$ cat src/gtg_ram.sv
// Generic single-port-write RAM with registered read.
`timescale 1ns / 1ps
module gtg_ram #(
  parameter int Width = 32,
  parameter int Depth = 16
) (
  input  logic                     clk,
  input  logic                     we,
  input  logic [$clog2(Depth)-1:0] waddr,
  input  logic [Width-1:0]         wdata,
  input  logic [$clog2(Depth)-1:0] raddr,
  output logic [Width-1:0]         rdata
);
  logic [Width-1:0] mem [Depth];

  // Write port and registered read port.
  always_ff @(posedge clk) begin
    if (we) begin
      mem[waddr] <= wdata;
    end
    rdata <= mem[raddr];
  end
endmodule

$ cat config.mk
export PLATFORM = sky130hd
export DESIGN_NAME = gtg_ram
export DESIGN_NICKNAME = d
export VERILOG_FILES = /design/src/gtg_ram.sv
export SDC_FILE = /design/constraint.sdc
export NUM_CORES = 1
export LEC_CHECK = 0
export ABC_AREA = 1
export BUFFER_PORTS_ARGS = -buffer_cell sky130_fd_sc_hd__buf_2
export CORE_AREA = 4 4 189 283
export CTS_CLUSTER_DIAMETER = 200
export CTS_CLUSTER_SIZE = 24
export DETAILED_ROUTE_END_ITERATION = 8
export DIE_AREA = 0 0 193 287
export SLEW_MARGIN = 40
export SYNTH_ARGS = -nofsm -noshare
export SYNTH_HDL_FRONTEND = slang
export SYNTH_SLANG_ARGS = --single-unit
$ cat constraint.sdc
create_clock -name clk -period 3.2 [get_ports clk]
set_input_delay 0.64 -clock clk [delete_from_list [all_inputs] [get_ports clk]]
set_output_delay 0.64 -clock clk [all_outputs]
set_load 0.005 [all_outputs]
After elaboration in Yosys (flattened, before gate mapping)
Memory sizes are Yosys's and may differ from the RTL's. A register that Yosys moved wholly into a read port is not among the register bits.
Cells that the tools add are included.
{"block": "word_totals", "register_bits": 0, "mem_bits_rw": 512, "in_bits": 42, "out_inout_bits": 32, "elab_cells": 3, "mem_count": 1}
{"name": "mem", "depth": 16, "width": 32, "read_ports": 1, "rd_ports_with_merged_regs": 1, "wr": 1, "line_no": "14", "rtl": "logic [Width-1:0] mem [Depth];"}
{"block": "classes", "muxes": 2}
{"op": "1-bit 2-to-1 mux", "n": 2}

Logic depth before layout (Yosys ltp)
{"block": "logic_depth", "depth_word": 2, "depth_mapped": 10, "ltp_nobuf": 7}

Least setup slack after synthesis
Ideal clock, no wire load.
{"block": "synth_path", "path_type": "in2reg", "startpoint": "input port waddr[2]", "endpoint": "memory mem[10][0], enable pin", "setup_time_ns": 0.421, "t_arrival_ns": 2.212, "required_ns": 2.779, "setup_slack_ns": 0.567, "path_stages": 2, "path_buffers": 0, "path_cell_list": "nand3b_1 -> nor2_1"}
{"item": "start: declaration", "line_no": "9", "rtl": "input logic [$clog2(Depth)-1:0] waddr,"}
{"item": "end: declaration", "line_no": "14"}
Straight into the memory's write port.

Final worst setup path
{"block": "layout_path", "startpoint": "register rdata[5] (read register of mem)", "endpoint": "output port rdata[5]"}
{"item": "start: declaration", "line_no": "12", "rtl": "output logic [Width-1:0] rdata"}
No word-level cell between the ends.

==> results.md <==
- The run finished with clean final reports.
- Hold is met by 0.435 ns.
- The number of DRC violations after detailed routing is 0.
- The final layout contains 2206 nets.
- The actual transition at the worst max-transition pin is 0.724 ns.
- The final-report max-slew violation count is 0.
- The overall routing resource usage is 19.7%.
- After technology mapping, the gate count stands at 2120.
- Setup violations remaining at the end of the flow were counted as 0.
- The source-to-sink clock delay at the later pin of the worst-skew pair is 0.58 ns.
- The die covers 55400 um^2.
- The total area of multi-input combinational cells is 4670 um^2.
- The critical path data required time is 2.56 ns.
- On the final layout, the worst clock skew is 0.0133 ns.
- The number of H-tree levels is 1.
- The maximum number of pins on one net before global-route repair is 132.
- The core region is 51200 um^2.
- Headroom to the max-slew limit came out at 51.8%.
- The predominant post-synthesis flop cell is edfxtp_1.
- The worst slack at placement is 0.892 ns.
- The mapped netlist covers 22700 um^2.
- Registers take 16000 um^2.
- The number of flip-flops and latches in the synthesized netlist is 544.
- The portion of the post-synthesis area used by sequential elements is 70.5%.
- The initial antenna violation count is 3.
- Excluding fillers, the count of instances in the completed layout stands at 2860.
- The die is 287 um tall.
- The die extent in x is 193 um.
- The clock period could shrink to 1.73 ns.
- TritonCTS built the clock tree.
- The start-to-end type of the worst setup path is reg -> out.
- The number of maximum-capacitance constraint violations is 0.
- Traced cell by cell, the critical path runs through buf_2.
- After synthesis, the cell types taking the most area are edfxtp_1, nand2_1, nand3_1.
- Dividing the detail-routed wire length by the instance count gives 19.1 um.
- The final hold violation count is 0.
- The completed layout was analyzed and its total power is 0.0126 W.
- The count of antenna-violating nets left after detailed routing is 0.
- The maximum VDD drop is 0.498 mV.
- Along the worst path, the maximum fanout reaches 1.
- The cell type contributing the most total cell area after synthesis is edfxtp_1.
- The cell family with the largest share of critical-path delay is flip-flops.
- The kind of end point of the critical path is an output port.
- In this run, synthesis inferred 512 flip-flops with an integrated enable.
- After clock tree synthesis, the setup repair step added 0 buffers.
- The layout cell share with drive strength beyond 1 is 7.75%.
- The filler cell count is 4566.
- The routed via count divided by cell count is 4.99.
- The highest-delay cell along the critical path is dfxtp_1.
- The via count of the first global-routing pass is 14100.
- Summed over all cells, the static leakage comes to 10.4 nW.
- The tightest min-delay check is of the in -> reg type.
- The count of routing violations after the opening detailed-route iteration is 1129.
- The highest clock frequency the design can meet is 577 MHz.
- Dividing the final minimum period by the clock period gives 54.2%.
- The initial utilization of the core area, before any placement, comes to 44.4%.
- In this run the count of I/O pins placed on the die edge is 74.
- The clock net sink count is 544.
- For this block, the via count after detailed routing is 14300.
- At the end of routability-driven placement, the weighted congestion stood at 0.784.
- Dividing the synthesized area by the synthesized cell count gives 10.7 um^2.
- By instance count, the leading cell after synthesis is nand2_1.
- The worst setup path is launched from a register.
- In the synthesized netlist, the cells that appear most often are nand2_1, edfxtp_1, inv_1.
- The share of flip-flops with an asynchronous set or reset after synthesis is 0%.
- The library cell used as clock root buffer is clkbuf_16.
- The number of gates resized after CTS is 0.
- The share of Yosys cell area claimed by the top area cell type is 67.6%.
- The biggest cell delay along the critical path is 0.38 ns.
- Setup total negative slack on the finished layout was measured at 0 ns.
- Hold repair after CTS inserted 0 buffers.
- The count of buffering cells on the critical path with inverters included is 1.
- Wires add up to 54.7 mm.
- The count of distinct cell types in the synthesized netlist is 15.
- The leftover overflow at the end of global routing is 0.
- The standard-cell row count is 102.
- The post-placement cell count is 2812.
- The count of input and output buffers is 73.
- Data on the critical path arrives at its endpoint at 1.09 ns.
- After clock tree synthesis, the clock-pin slew on the worst setup and hold paths is 0.10 ns.
- In the post-route analysis, the smallest setup slack over all paths is 1.47 ns.
- The number of warnings issued by yosys is 0.
- The number of buffers created by CTS is 26.
- Setup repair after global routing left no endpoint under its margin.
- The first global-routing pass estimated 83.6 mm of wire.
- Once detailed placement completed, the half-perimeter wirelength came to 29.6 mm.
- The first detailed-routing pass ran for 5 iterations.
- The area growth from synthesis to layout is 8.64%.
- No sink is reached through more buffers than the 3 on the longest clock path.
- Dividing total power by cell area gives a power density of 512 nW/um^2.
- Counting every net in the synthesized netlist gives 2162.
==> metrics by stage <==
stage | utilization, % | cell area, um^2
6_report | 48.3 | 24700
5_1_grt | 48.2 | 24700
4_1_cts | 48.2 | 24700
3_5_place_dp | 46.8 | 23900
3_3_place_gp | 46.8 | 23900
2_1_floorplan | - | 22700
==> final cells by class <==
cell class,instances,share of cell area (%)
well taps,676,3.43
multi-input cells,1081,18.9
clock buffers,44,2.99
inverters,390,5.97
flip-flops and latches,544,64.9
repair buffers,121,3.79
diodes,3,0.0304
clock inverters,1,0.0355
==> where the power goes <==
group          internal (W)  switching, W
Clock               0.00159       0.00214
Combinational      0.000267      0.000644
Sequential          0.00795     0.0000493
Total               0.00981       0.00283
==> logic make-up after synthesis <==
family / count (synthesis) / synth area share, %
AND/OR/NAND/NOR: 1081 / 20.0
buffers and inverters: 495 / 9.54
flip-flops: 544 / 70.5
==> metal layers <==
| layer | track usage [%] | vias to the layer above | part of all wire [%] |
|---|---|---|---|
| met5 | 0 | - | 0 |
| met4 | 4.37 | 0 | 1.7 |
| met3 | 1.98 | 58 | 4.4 |
| met2 | 35.4 | 333 | 52 |
| met1 | 25.9 | 6993 | 42 |
| li1 | - | 6900 | - |
==> cell usage in the layout (no fill, tap or decap) <==
cell type,instances
dfxtp_1,32
inv_6,2
inv_2,1
nor2_1,1
buf_2,71
nor2_4,16
nand3_1,385
clkbuf_16,27
inv_4,2
diode_2,3
nand3b_1,2
buf_12,16
buf_4,33
inv_1,386
clkbuf_8,1
nand2_1,677
clkbuf_1,17
edfxtp_1,512
==> flip-flops by register name, summed over array words and instances, names as in the netlist <==
| register | count |
|---|---|
| mem | 512 |
| rdata | 32 |
==> path summary, 6_finish.rpt <==
kind                                 start         end  slack (ns)  cells after the start
worst max-delay path              rdata[5]    rdata[5]        1.47                      1
worst min-delay path             wdata[12]  mem[8][12]        0.43                      1
worst max register to register  mem[3][18]   rdata[18]        2.15                      6
worst min register to register   mem[6][9]    rdata[9]        0.66                      6
Note: power is estimated with default switching activity, not from simulation.
