File: src/gtg_pkg.sv
// Package: shared types, constants and tables of the go-to-goal controller.
`timescale 1ns / 1ps
package gtg_pkg;

  localparam int QueueDepth = 16;
  localparam int PtrW = $clog2(QueueDepth);
  localparam int CntW = $clog2(QueueDepth + 1);

  localparam logic [2:0] CMD_POSE   = 3'd0;
  localparam logic [2:0] CMD_ADD    = 3'd1;
  localparam logic [2:0] CMD_STOP   = 3'd2;
  localparam logic [2:0] CMD_RESUME = 3'd3;
  localparam logic [2:0] CMD_RESET  = 3'd4;

  localparam logic [2:0] REG_LINEAR_GAIN  = 3'd0;
  localparam logic [2:0] REG_HEADING_GAIN = 3'd1;
  localparam logic [2:0] REG_TOLERANCE    = 3'd2;
  localparam logic [2:0] REG_HOME_X       = 3'd3;
  localparam logic [2:0] REG_HOME_Y       = 3'd4;

  localparam logic [1:0] MODE_RUN   = 2'd0;
  localparam logic [1:0] MODE_STOP  = 2'd1;
  localparam logic [1:0] MODE_RESET = 2'd2;

  localparam logic signed [22:0] QuarterTurn = 23'sd102944;

  // Datapath commands from the controller.
  typedef struct packed {
    logic load;      // capture item, compute dx, dy
    logic square;    // form the squared distance
    logic root_step; // one square root step
    logic cordic_init;
    logic cordic_step;
    logic speed_mul;
    logic turn_mul;
    logic finish;    // form result and update goal
  } gtg_cmd_t;

  typedef struct packed {
    logic root_done;
    logic cordic_done;
  } gtg_status_t;

  // Arctangent table, units 2^-16 rad.
  function automatic logic signed [22:0] atan_lut(input logic [3:0] i);
    logic signed [22:0] v;
    case (i)
      4'd0: v = 23'sd51472;
      4'd1: v = 23'sd30385;
      4'd2: v = 23'sd16055;
      4'd3: v = 23'sd8150;
      4'd4: v = 23'sd4091;
      4'd5: v = 23'sd2047;
      4'd6: v = 23'sd1024;
      4'd7: v = 23'sd512;
      4'd8: v = 23'sd256;
      4'd9: v = 23'sd128;
      4'd10: v = 23'sd64;
      4'd11: v = 23'sd32;
      4'd12: v = 23'sd16;
      4'd13: v = 23'sd8;
      4'd14: v = 23'sd4;
      default: v = 23'sd2;
    endcase
    return v;
  endfunction

endpackage

File: src/gtg_ctrl.sv
// Controller: sequences load, root, CORDIC, products and result.
`timescale 1ns / 1ps
module gtg_ctrl (
  input  logic                  clk,
  input  logic                  rst,
  input  logic                  in_valid,
  output logic                  in_ready,
  input  logic [2:0]            in_command,
  input  logic                  near_goal,
  input  logic                  running,
  input  gtg_pkg::gtg_status_t  status,
  output gtg_pkg::gtg_cmd_t     cmd,
  output logic                  out_load,
  input  logic                  out_free
);
  import gtg_pkg::*;

  typedef enum logic [7:0] {
    S_IDLE   = 8'b0000_0001,
    S_SQUARE = 8'b0000_0010,
    S_ROOT   = 8'b0000_0100,
    S_CHECK  = 8'b0000_1000,
    S_CORDIC = 8'b0001_0000,
    S_MUL    = 8'b0010_0000,
    S_DONE   = 8'b0100_0000,
    S_INIT   = 8'b1000_0000
  } state_t;

  state_t state, state_next;

  assign in_ready = state == S_IDLE;

  always_comb begin
    state_next = state;
    cmd = '0;
    out_load = 1'b0;
    case (state)
      S_IDLE: begin
        if (in_valid && in_command == CMD_POSE) begin
          cmd.load = 1'b1;
          state_next = S_SQUARE;
        end
      end
      S_SQUARE: begin
        cmd.square = 1'b1;
        state_next = S_ROOT;
      end
      S_ROOT: begin
        cmd.root_step = 1'b1;
        if (status.root_done) begin
          cmd.root_step = 1'b0;
          state_next = S_CHECK;
        end
      end
      S_CHECK: begin
        cmd.speed_mul = 1'b1;
        if (near_goal || !running) begin
          state_next = S_DONE;
        end else begin
          state_next = S_INIT;
        end
      end
      S_INIT: begin
        cmd.cordic_init = 1'b1;
        state_next = S_CORDIC;
      end
      S_CORDIC: begin
        cmd.cordic_step = 1'b1;
        if (status.cordic_done) state_next = S_MUL;
      end
      S_MUL: begin
        cmd.turn_mul = 1'b1;
        state_next = S_DONE;
      end
      S_DONE: begin
        if (out_free) begin
          cmd.finish = 1'b1;
          out_load = 1'b1;
          state_next = S_IDLE;
        end
      end
      default: state_next = S_IDLE;
    endcase
  end

  always_ff @(posedge clk) begin
    if (rst) state <= S_IDLE;
    else state <= state_next;
  end
endmodule

File: config.mk
export PLATFORM = sky130hd
export DESIGN_NAME = gtg_ctrl
export DESIGN_NICKNAME = d
export VERILOG_FILES = /design/src/gtg_pkg.sv /design/src/gtg_ctrl.sv
export SDC_FILE = /design/constraint.sdc
export NUM_CORES = 1
export LEC_CHECK = 0
export ABC_AREA = 1
export BUFFER_PORTS_ARGS = -buffer_cell sky130_fd_sc_hd__buf_2
export CAP_MARGIN = 20
export CORE_MARGIN = 1
export CORE_UTILIZATION = 42
export DETAILED_ROUTE_END_ITERATION = 8
export PLACE_DENSITY = 0.77
export SKIP_CTS_REPAIR_TIMING = 1
export SYNTH_ARGS = -nofsm -noshare
export SYNTH_HDL_FRONTEND = slang
export SYNTH_SLANG_ARGS = --single-unit
File: constraint.sdc
create_clock -name clk -period 1.05 [get_ports clk]
set_input_delay 0.1575 -clock clk [delete_from_list [all_inputs] [get_ports clk]]
set_output_delay 0.1575 -clock clk [all_outputs]
set_load 0.02 [all_outputs]
**Word level (Yosys, flattened, before mapping)**

Cells that the tools add are included.

- Word-level logic and storage cells: 35
- Flip-flop bits (word level): 8
- Input port bits: 11

- Reduce and logical (&&, ||, !) cells: 5
- Mux-type cells: 17
- Equal/unequal tests: 12

Operator list:

| kind | number |
|---|---|
| $pmux 8 s8 | 1 |
| $mux 8 | 5 |
| $mux 1 | 11 |
| $eq 8x1->1 const B | 1 |
| $eq 8x2->1 const B | 1 |
| $eq 8x3->1 const B | 1 |
| $eq 8x4->1 const B | 1 |
| $eq 8x5->1 const B | 1 |
| $eq 8x6->1 const B | 1 |
| $eq 8x7->1 const B | 1 |
| $eq 8x8->1 const B | 1 |
| $ne 2x2->1 const B | 3 |
| $reduce_and 4->1 | 1 |
| $logic_not 3->1 | 1 |
| $ne 2x1->1 const B | 1 |
| $logic_and 1x1->1 | 1 |
| $logic_not 1->1 | 1 |
| $logic_or 1x1->1 | 1 |

**Logic depth before layout (Yosys ltp)**

Gate-level depths: netlist of the first run.

- Word-level depth: 4
- Depth in mapped cells: 9
- Gate-level depth less buffers: 9

**Worst setup path before layout of the first run**

Ideal clock, no wire load.

- Kind: register -> output
- From: reg state[2]
- To: out cmd[0] (netlist bit)
- Path slack: -0.687 ns
- Buffers on the path: 1
- Cell stages (with the launch flop): 5
- Arrival time: 1.579 ns
- Required time: 0.892 ns
- Cells stage by stage: dfxtp_1 nor2_2 nand2_4 nor4_1 buf_4

- Longest elaborated chain between the ends: 2

Ends and longest elaborated chain:

| what | line | source |
|---|---|---|
| start: declaration | gtg_ctrl.sv:29 | `state_t state, state_next;` |
| start signal: assignment | gtg_ctrl.sv:88 | `else state <= state_next;` |
| $eq 8x7->1 | - |  |
| $mux 1 | - |  |
| end: declaration | gtg_ctrl.sv:12 | `output gtg_pkg::gtg_cmd_t cmd,` |

Every way passes these cells.

==> results_tabular.tex, run 1 <==
\begin{tabular}{lr}
\hline
Metric & Value \\
\hline
\multicolumn{2}{l}{\textbf{Place}} \\
\quad HPWL after DPL & between 1000 and 1500 um \\
\quad Place WS & -0.170 ns \\
\quad Area after DPL & approximately 840 um\^{}2 \\
\quad RePlAce Congestion & between 0.7 and 0.8 \\
\quad Post-placement cell count & $\sim$130 \\
\quad Number of port buffers & 20 \\
\multicolumn{2}{l}{\textbf{Synthesis}} \\
\quad Portion of the post-synthesis area used by sequential elements & 26.9\% \\
\quad Share of synthesized cell area in full adder, half adder and majority cells & 0\% \\
\quad Post-synthesis xor/xnor area fraction & 0\% \\
\quad Count of unique library cells instantiated by Yosys & 18 \\
\quad Mapped Cells & roughly 90 \\
\quad Synthesized-area fraction occupied by and/or/nand/nor cells & approximately 55\% \\
\quad Post-synth design cell area & around 600 um\^{}2 \\
\quad Largest area contributor in the netlist & sky130\_fd\_sc\_hd\_\_dfxtp\_1 \\
\quad Compound-gate portion of the synthesized area & under 10\% \\
\quad Largest family of logic cells by synthesized area & simple AND/OR/NAND/NOR gates \\
\quad Warnings, synthesis & 0 \\
\quad Post-synth net total & between 90 and 100 \\
\quad Biggest area contributors in the synthesized netlist & sky130\_fd\_sc\_hd\_\_dfxtp\_1 (27\%), sky130\_fd\_sc\_hd\_\_inv\_1 (13\%), sky130\_fd\_sc\_hd\_\_nor2\_4 (9.5\%) \\
\quad Mean cell area of the mapped netlist & a little under 7 um\^{}2 \\
\quad Multiplexer area fraction after synthesis & 0\% \\
\quad Flip-flop and latch count after synthesis & 8 \\
\quad Area share of the largest cell type after synthesis & between 20\% and 30\% \\
\multicolumn{2}{l}{\textbf{Floorplan}} \\
\quad Die X-Extent & $\sim$40 um \\
\quad Number of top-level design ports & 21 \\
\quad Floorplan die area & around 0.0016 mm\^{}2 \\
\quad Die height & between 30 and 40 um \\
\quad Core region area & 0.00132 mm\^{}2 \\
\quad Site row count & 13 \\
\quad Starting density of the core & between 40\% and 50\% \\
\multicolumn{2}{l}{\textbf{Power and ir drop}} \\
\quad Lkg Pwr & $\sim$0.55 nW \\
\quad VDD IR max & $\sim$0.96 mV \\
\quad Power Dens Cells & between 1000 and 1500 mW/mm\^{}2 \\
\multicolumn{2}{l}{\textbf{Timing}} \\
\quad Worst-case headroom to the max-slew limit & about 86\% \\
\quad Worst Setup Slack, final & -0.420 ns \\
\quad Final min period & around 1.5 ns \\
\quad Post-route worst hold slack & between 0.08 and 0.09 ns \\
\quad Setup Viol. Count Final & 18 \\
\quad Highest achievable clock rate & between 600 and 700 MHz \\
\quad RSZ-0062 raised after global routing & true \\
\quad Tightest Pin Transition & $\sim$0.21 ns \\
\quad Number of failing hold endpoints at the final stage & 0 \\
\quad Final count of pins violating max slew & 0 \\
\quad Post-route fraction of the period consumed by the critical path & 140\% \\
\quad Final worst clock skew & slightly below 0.005 ns \\
\multicolumn{2}{l}{\textbf{Final layout}} \\
\quad Diode insertion count for antenna repair & 0 \\
\quad Commonest cells after routing, fill and taps aside & sky130\_fd\_sc\_hd\_\_buf\_4 (18), sky130\_fd\_sc\_hd\_\_inv\_1 (15), sky130\_fd\_sc\_hd\_\_buf\_2 (12) \\
\quad Most common library cell in the layout ignoring fill and taps & sky130\_fd\_sc\_hd\_\_buf\_4 \\
\quad Area grow syn2layout & 66.4\% \\
\quad Registers with the most flip-flops & state x8 \\
\quad Non-filler cells in the finished layout & roughly 140 \\
\quad Sequential standard cell area & $\sim$170 um\^{}2 \\
\quad Fill count & 103 \\
\quad Utilization after layout & between 70\% and 80\% \\
\quad Post-Layout Inst Area & approximately 990 um\^{}2 \\
\quad Most flop-heavy register & state \\
\quad Post-layout nets & 140 \\
\quad Max reg flops & 8 \\
\quad Fraction of layout instances using a drive strength above 1 & between 60\% and 70\% \\
\quad Area of the multi-input gates & 410 um\^{}2 \\
\multicolumn{2}{l}{\textbf{Drt}} \\
\quad Routed Antenna Nets & 0 \\
\quad Via count & roughly 660 \\
\quad DRC marker count from the first detailed-route iteration & 8 \\
\quad Via density per instance & 4.63 \\
\quad Routed WL per cell & around 11 um \\
\quad Number of iterations in the first detailed-routing pass & 4 \\
\quad Final WL & between 1500 and 2000 um \\
\quad Post-route DRC & 0 \\
\multicolumn{2}{l}{\textbf{Worst setup path}} \\
\quad Sum of buffers and inverters on the critical path & 2 \\
\quad Peak fanout along the critical path & 4 \\
\quad Cell seen most often among critical-path stages & sky130\_fd\_sc\_hd\_\_nor2\_4 \\
\quad Crit. End Element & output pin \\
\quad Worst path arrival time & $\sim$1.3 ns \\
\quad Kind of cell with the highest combined delay on the critical path & simple AND/OR/NAND/NOR gates \\
\quad Worst setup path class & reg2out \\
\quad Crit path max-delay cell type & sky130\_fd\_sc\_hd\_\_dfxtp\_2 \\
\quad Critical Path Source Type & flip-flop \\
\quad List of cells traversed by the critical path & nor2\_4 > nand3\_2 > nor2\_4 > nand2\_2 > inv\_2 > buf\_6 \\
\quad Required time at the worst-slack endpoint & roughly 0.89 ns \\
\quad Worst path max stage delay & between 0.3 and 0.4 ns \\
\quad Worst setup slack for register-to-register paths & -0.24 ns \\
\multicolumn{2}{l}{\textbf{CTS}} \\
\quad Number of buffers on the longest clock path & 2 \\
\quad Number of H-tree levels & 1 \\
\quad Clock Tree Root & sky130\_fd\_sc\_hd\_\_clkbuf\_4 \\
\quad Clock slew seen by the registers of the worst setup and hold paths & around 0.06 ns \\
\quad Sink count of the clock tree & 8 \\
\quad Clk\_lat worst skew & between 0.2 and 0.3 ns \\
\quad CTS tree & built \\
\quad Number of clock buffers inserted by TritonCTS & 3 \\
\multicolumn{2}{l}{\textbf{GRT}} \\
\quad Initial antenna violation count & 0 \\
\quad Vias in the first global route & 516 \\
\quad Largest net degree at the start of global routing & 6 \\
\quad Grt ovf & 0 \\
\quad Overall Global Routing Usage & between 20\% and 30\% \\
\quad Wire length of the first global-routing pass & between 2000 and 2500 um \\
\multicolumn{2}{l}{\textbf{Hold path}} \\
\quad Worst Hold Class & in2reg \\
\multicolumn{2}{l}{\textbf{Status}} \\
\quad Result of the run & finished, violations left \\
\quad Violations in the final reports & negative setup slack \\
\multicolumn{2}{l}{\textbf{Flow run}} \\
\quad Number of max-cap violations & 0 \\
\hline
\end{tabular}
## power breakdown
group	total (mW)	internal [mW]	leakage [nW]	switching, mW
sequential	0.358	0.333	0.0679	0.0254
clock	0.230	0.130	0.0138	0.0992
combinational	0.563	0.252	0.470	0.311
## final timing paths
check / cells after the start / from / to
worst max-delay path: 6 / state[1]$_SDFFE_PP0P_ / cmd[5]
worst min register to register: 5 / state[7]$_SDFFE_PP0P_ / state[5]$_SDFFE_PP0P_
worst max register to register: 9 / state[6]$_SDFFE_PP0P_ / state[0]$_SDFFE_PP1P_
worst min-delay path: 2 / near_goal / state[7]$_SDFFE_PP0P_
## cells in the mapped netlist
library cell	instances
sky130_fd_sc_hd__dfxtp_1	8
sky130_fd_sc_hd__nor2_4	5
sky130_fd_sc_hd__nand4_1	1
sky130_fd_sc_hd__nand2_4	2
sky130_fd_sc_hd__buf_4	1
sky130_fd_sc_hd__nand2_2	5
sky130_fd_sc_hd__nand3_1	9
sky130_fd_sc_hd__nor4_2	1
sky130_fd_sc_hd__nor2_2	4
sky130_fd_sc_hd__nor4_1	1
sky130_fd_sc_hd__nand3_2	2
sky130_fd_sc_hd__inv_1	20
sky130_fd_sc_hd__nor2_1	13
sky130_fd_sc_hd__a21oi_1	1
sky130_fd_sc_hd__o21ai_1	1
sky130_fd_sc_hd__inv_2	4
sky130_fd_sc_hd__nor2_8	1
sky130_fd_sc_hd__nand2_1	9
## per-layer routing
metal  track usage (%)  share of wire, %
met2              34.4                51
met1              23.8                44
met4              20.7               1.8
met5                 0                 0
met3              1.70               3.0
## stage by stage
stage	total power, mW	setup TNS, ns
3_5_place_dp	0.817	-1.67
2_1_floorplan	0.660	-0.525
4_1_cts	1.05	-4.56
3_3_place_gp	0.798	-1.38
5_1_grt	1.22	-5.63
6_report	1.15	-4.38
## cell families (layout without fill, tap and decap cells)
logic type             count (synthesis)  count (layout)
AO/OA/AOI/OAI                          2               2
flip-flops                             8               8
AND/OR/NAND/NOR                       53              53
buffers and inverters                 25              64
## layout make-up
cell class                 count  area share, %
clock buffer                   3           2.27
multi-input combinational     55           41.4
sequential                     8           17.2
inverter                      24           9.60
timing repair buffer          37           27.7
tap                           15           1.89
(Power assumes the default switching activity.)
==> run 2: changes to the inputs <==
--- a/config.mk
+++ b/config.mk
@@ -12,7 +12,6 @@
 export CORE_UTILIZATION = 42
 export DETAILED_ROUTE_END_ITERATION = 8
 export PLACE_DENSITY = 0.77
-export SKIP_CTS_REPAIR_TIMING = 1
 export SYNTH_ARGS = -nofsm -noshare
 export SYNTH_HDL_FRONTEND = slang
 export SYNTH_SLANG_ARGS = --single-unit
==> run 2 against run 1 <==
  * The flow still finishes with violations (negative setup slack)
  * Utilization up 8.5 points
  * Hold slack better by 0.0013 ns
  * Register-to-register slack got worse by 0.09 ns
  * Clock skew decreased by 0.0014 ns
  * Combinational power rose by 9.9%
  * Flip-flop and latch count unchanged
  * First-iteration DRC count shrank 38%
  * Die area did not move
  * Critical path type unchanged
  * Largest cell class unchanged
  * Largest power group unchanged
  * Highest routed layer unchanged
==> results_tabular.tex, run 2 (synthesis gave the netlist of run 1 again) <==
\begin{tabular}{lr}
\hline
Metric & Value \\
\hline
\multicolumn{2}{l}{\textbf{Final layout}} \\
\quad Diode insertion count for antenna repair & 0 (unchanged) \\
\quad Fraction of layout instances using a drive strength above 1 & 71.3\% (+3.6 points) \\
\quad Registers with the most flip-flops & state x8 \\
\quad Area grow syn2layout & 85.3\% \\
\quad Commonest cells after routing, fill and taps aside & sky130\_fd\_sc\_hd\_\_buf\_4 (27), sky130\_fd\_sc\_hd\_\_inv\_1 (15), sky130\_fd\_sc\_hd\_\_nor2\_4 (10), sky130\_fd\_sc\_hd\_\_nor2\_1 (10), sky130\_fd\_sc\_hd\_\_buf\_2 (10) \\
\quad Non-filler cells in the finished layout & 151 (+6.3\%) \\
\quad Most common library cell in the layout ignoring fill and taps & sky130\_fd\_sc\_hd\_\_buf\_4 \\
\quad Max reg flops & 8 (unchanged) \\
\quad Area of the multi-input gates & 434 um\^{}2 (+5.8\%) \\
\quad Sequential standard cell area & 170 um\^{}2 (unchanged) \\
\quad Fill count & 84 (-18\%) \\
\quad Post-layout nets & 149 (+6.4\%) \\
\quad Post-Layout Inst Area & 0.00110 mm\^{}2 (+11\%) \\
\quad Most flop-heavy register & state \\
\multicolumn{2}{l}{\textbf{Status}} \\
\quad Result of the run & finished, violations left \\
\quad Violations in the final reports & negative setup slack \\
\multicolumn{2}{l}{\textbf{Floorplan}} \\
\quad Number of top-level design ports & 21 (unchanged) \\
\quad Site row count & 13 (unchanged) \\
\quad Die X-Extent & 39.7 um (unchanged) \\
\quad Die height & 39.7 um (unchanged) \\
\quad Core region area & 0.00132 mm\^{}2 (unchanged) \\
\quad Floorplan die area & 0.00157 mm\^{}2 (unchanged) \\
\quad Starting density of the core & 45.2\% (unchanged) \\
\multicolumn{2}{l}{\textbf{CTS}} \\
\quad Clk\_lat worst skew & 0.25 ns (about the same) \\
\quad Number of clock buffers inserted by TritonCTS & 3 (unchanged) \\
\quad Sink count of the clock tree & 8 (unchanged) \\
\quad Number of H-tree levels & 1 (unchanged) \\
\quad Clock Tree Root & sky130\_fd\_sc\_hd\_\_clkbuf\_4 \\
\quad CTS tree & built \\
\quad Clock slew seen by the registers of the worst setup and hold paths & 0.05 ns (about the same) \\
\quad Number of buffers on the longest clock path & 2 (unchanged) \\
\multicolumn{2}{l}{\textbf{Power and ir drop}} \\
\quad Total Power & 1.20 mW (+4.5\%) \\
\quad Proportion of power drawn by the clock network & 18.7\% (-1.3 points) \\
\quad Power Dens Cells & 1090 mW/mm\^{}2 (-6.1\%) \\
\quad Share of total power in combinational logic & 51.4\% (+2.5 points) \\
\quad Lkg Pwr & 0.608 nW (+10\%) \\
\quad Cell Int Power & 0.744 mW (+3.9\%) \\
\quad Switching power summed over all nets & 0.459 mW (+5.5\%) \\
\quad VDD IR max & 0.886 mV (-7.9\%) \\
\quad Net switching share of the total power & 38.2\% (+0.34 points) \\
\quad Sequential share of power & 29.9\% (-1.2 points) \\
\multicolumn{2}{l}{\textbf{Worst setup path}} \\
\quad Required time at the worst-slack endpoint & 0.89 ns (about the same) \\
\quad Cell seen most often among critical-path stages & sky130\_fd\_sc\_hd\_\_nor2\_4 \\
\quad Reg2Reg Capture Point & state[0]\$\_SDFFE\_PP1P\_ \\
\quad Sum of buffers and inverters on the critical path & 2 (unchanged) \\
\quad Worst path arrival time & 1.27 ns (-0.04 ns) \\
\quad Worst setup slack for register-to-register paths & -0.33 ns (-0.09 ns) \\
\quad Critical Path Source Type & flip-flop \\
\quad Crit path max-delay cell type & sky130\_fd\_sc\_hd\_\_dfxtp\_2 \\
\quad Peak fanout along the critical path & 4 (unchanged) \\
\quad Number of cells on the worst reg-to-reg path & 10 (+1) \\
\quad Worst setup path class & reg2out \\
\quad Kind of cell with the highest combined delay on the critical path & simple AND/OR/NAND/NOR gates \\
\quad Worst path max stage delay & 0.34 ns (about the same) \\
\quad Crit. End Element & output pin \\
\quad Beginning of the worst register-to-register path & state[5]\$\_SDFFE\_PP0P\_ \\
\quad List of cells traversed by the critical path & nor2\_4 > nand2\_4 > buf\_4 > nor2\_4 > buf\_6 \\
\multicolumn{2}{l}{\textbf{Drt}} \\
\quad Routed Antenna Nets & 0 (unchanged) \\
\quad Number of iterations in the first detailed-routing pass & 4 (unchanged) \\
\quad Post-route DRC & 0 (unchanged) \\
\quad Final WL & 1800 um (+18\%) \\
\quad Via count & 696 (+5.9\%) \\
\quad Routed WL per cell & 11.9 um (+11\%) \\
\quad Via density per instance & 4.61 (-0.38\%) \\
\quad DRC marker count from the first detailed-route iteration & 5 (-3) \\
\multicolumn{2}{l}{\textbf{Timing}} \\
\quad Number of failing hold endpoints at the final stage & 0 (unchanged) \\
\quad Final worst clock skew & 0.00359 ns (-0.00137 ns) \\
\quad Final count of pins violating max slew & 0 (unchanged) \\
\quad Worst Setup Slack, final & -0.376 ns (+0.0435 ns) \\
\quad Post-route fraction of the period consumed by the critical path & 136\% (-4.1 points) \\
\quad Setup Viol. Count Final & 18 (unchanged) \\
\quad RSZ-0062 raised after global routing & true \\
\quad Post-route worst hold slack & 0.0897 ns (+0.00133 ns) \\
\quad Worst-case headroom to the max-slew limit & 85.8\% (about the same) \\
\quad Highest achievable clock rate & 701 MHz (+3.0\%) \\
\quad Tightest Pin Transition & 0.211 ns (-0.00207 ns) \\
\quad Final min period & 1.43 ns (-0.0435 ns) \\
\multicolumn{2}{l}{\textbf{GRT}} \\
\quad Vias in the first global route & 616 (+19\%) \\
\quad Initial antenna violation count & 0 (unchanged) \\
\quad Largest net degree at the start of global routing & 6 (unchanged) \\
\quad Overall Global Routing Usage & 24.6\% (+3.3 points) \\
\quad Grt ovf & 0 (unchanged) \\
\quad Wire length of the first global-routing pass & 2490 um (+18\%) \\
\multicolumn{2}{l}{\textbf{Place}} \\
\quad RePlAce Congestion & 0.750 (unchanged) \\
\quad Number of port buffers & 20 (unchanged) \\
\quad HPWL after DPL & 1130 um (unchanged) \\
\quad Area after DPL & 836 um\^{}2 (unchanged) \\
\quad Post-placement cell count & 132 (unchanged) \\
\multicolumn{2}{l}{\textbf{Hold path}} \\
\quad Worst hold stages & 2 (unchanged) \\
\quad Source of the worst hold timing path & near\_goal \\
\quad Terminating pin of the worst hold path & state[7]\$\_SDFFE\_PP0P\_ \\
\quad Worst Hold Class & in2reg \\
\multicolumn{2}{l}{\textbf{Flow run}} \\
\quad Number of max-cap violations & 0 (unchanged) \\
\hline
\end{tabular}
[run 2: final cells by class]
cell class	count	share of cell area (%)
multi-input combinational	55	39.3
timing repair buffer	46	32.9
sequential	8	15.4
inverter	24	8.62
clock buffer	3	2.04
tap	15	1.70
[run 2: power by group through the flow]
| stage | combinational (mW) | sequential, mW | clock (mW) |
|---|---|---|---|
| finish | 0.619 | 0.359 | 0.225 |
| global route | 0.675 | 0.362 | 0.241 |
| CTS | 0.569 | 0.359 | 0.240 |
| detailed placement | 0.455 | 0.363 | 0 |
| global placement | 0.436 | 0.361 | 0 |
| floorplan | 0.300 | 0.360 | 0 |
[run 2: per-layer routing]
metal	vias up	GRT usage (%)	part of all wire, %
li1	358	-	-
met1	310	25.9	38
met2	24	45.5	55
met3	4	2.27	3.2
met4	0	15.5	3.1
met5	-	0	0
[run 2: stage by stage]
stage | utilization (%) | setup TNS, ns | setup slack, ns
6_report | 83.8 | -4.90 | -0.376
3_3_place_gp | 63.4 | -1.38 | -0.156
5_1_grt | 83.8 | -6.16 | -0.430
2_1_floorplan | - | -0.525 | -0.214
3_5_place_dp | 63.4 | -1.67 | -0.170
4_1_cts | 76.7 | -4.83 | -0.361
[run 2: worst max path at each step]
| stage | startpoint | to | slack [ns] | depth (start not counted) |
|---|---|---|---|---|
| after floorplan | state[5]$_SDFFE_PP0P_ | cmd[0] | -0.21 | 4 |
| after global placement | state[5]$_SDFFE_PP0P_ | cmd[7] | -0.16 | 6 |
| after detailed placement | state[5]$_SDFFE_PP0P_ | in_ready | -0.17 | 6 |
| after CTS | state[1]$_SDFFE_PP0P_ | cmd[5] | -0.36 | 6 |
| after global routing | state[5]$_SDFFE_PP0P_ | cmd[6] | -0.43 | 5 |
| final | state[5]$_SDFFE_PP0P_ | cmd[6] | -0.38 | 5 |
[run 2: repair_timing]
action                     in CTS  in global routing
hold buffers                    0                  0
gates resized for setup        22                 11
hold endpoints to repair        0                  0
setup buffers                  10                  6
pin swaps                      10                 10
setup endpoints to repair      18                 18
[run 2: worst register-to-register path, stage by stage, from the launching register on]
cell and delay [ns]:
sky130_fd_sc_hd__dfxtp_2 0.34, sky130_fd_sc_hd__nor2_4 0.16, sky130_fd_sc_hd__nand2_4 0.11, sky130_fd_sc_hd__buf_4 0.16, sky130_fd_sc_hd__nor2_4 0.12, sky130_fd_sc_hd__buf_4 0.13
sky130_fd_sc_hd__nor2_1 0.04, sky130_fd_sc_hd__nand2_1 0.05, sky130_fd_sc_hd__nor2_1 0.04, sky130_fd_sc_hd__nand2_1 0.05, sky130_fd_sc_hd__nand3_1 0.06
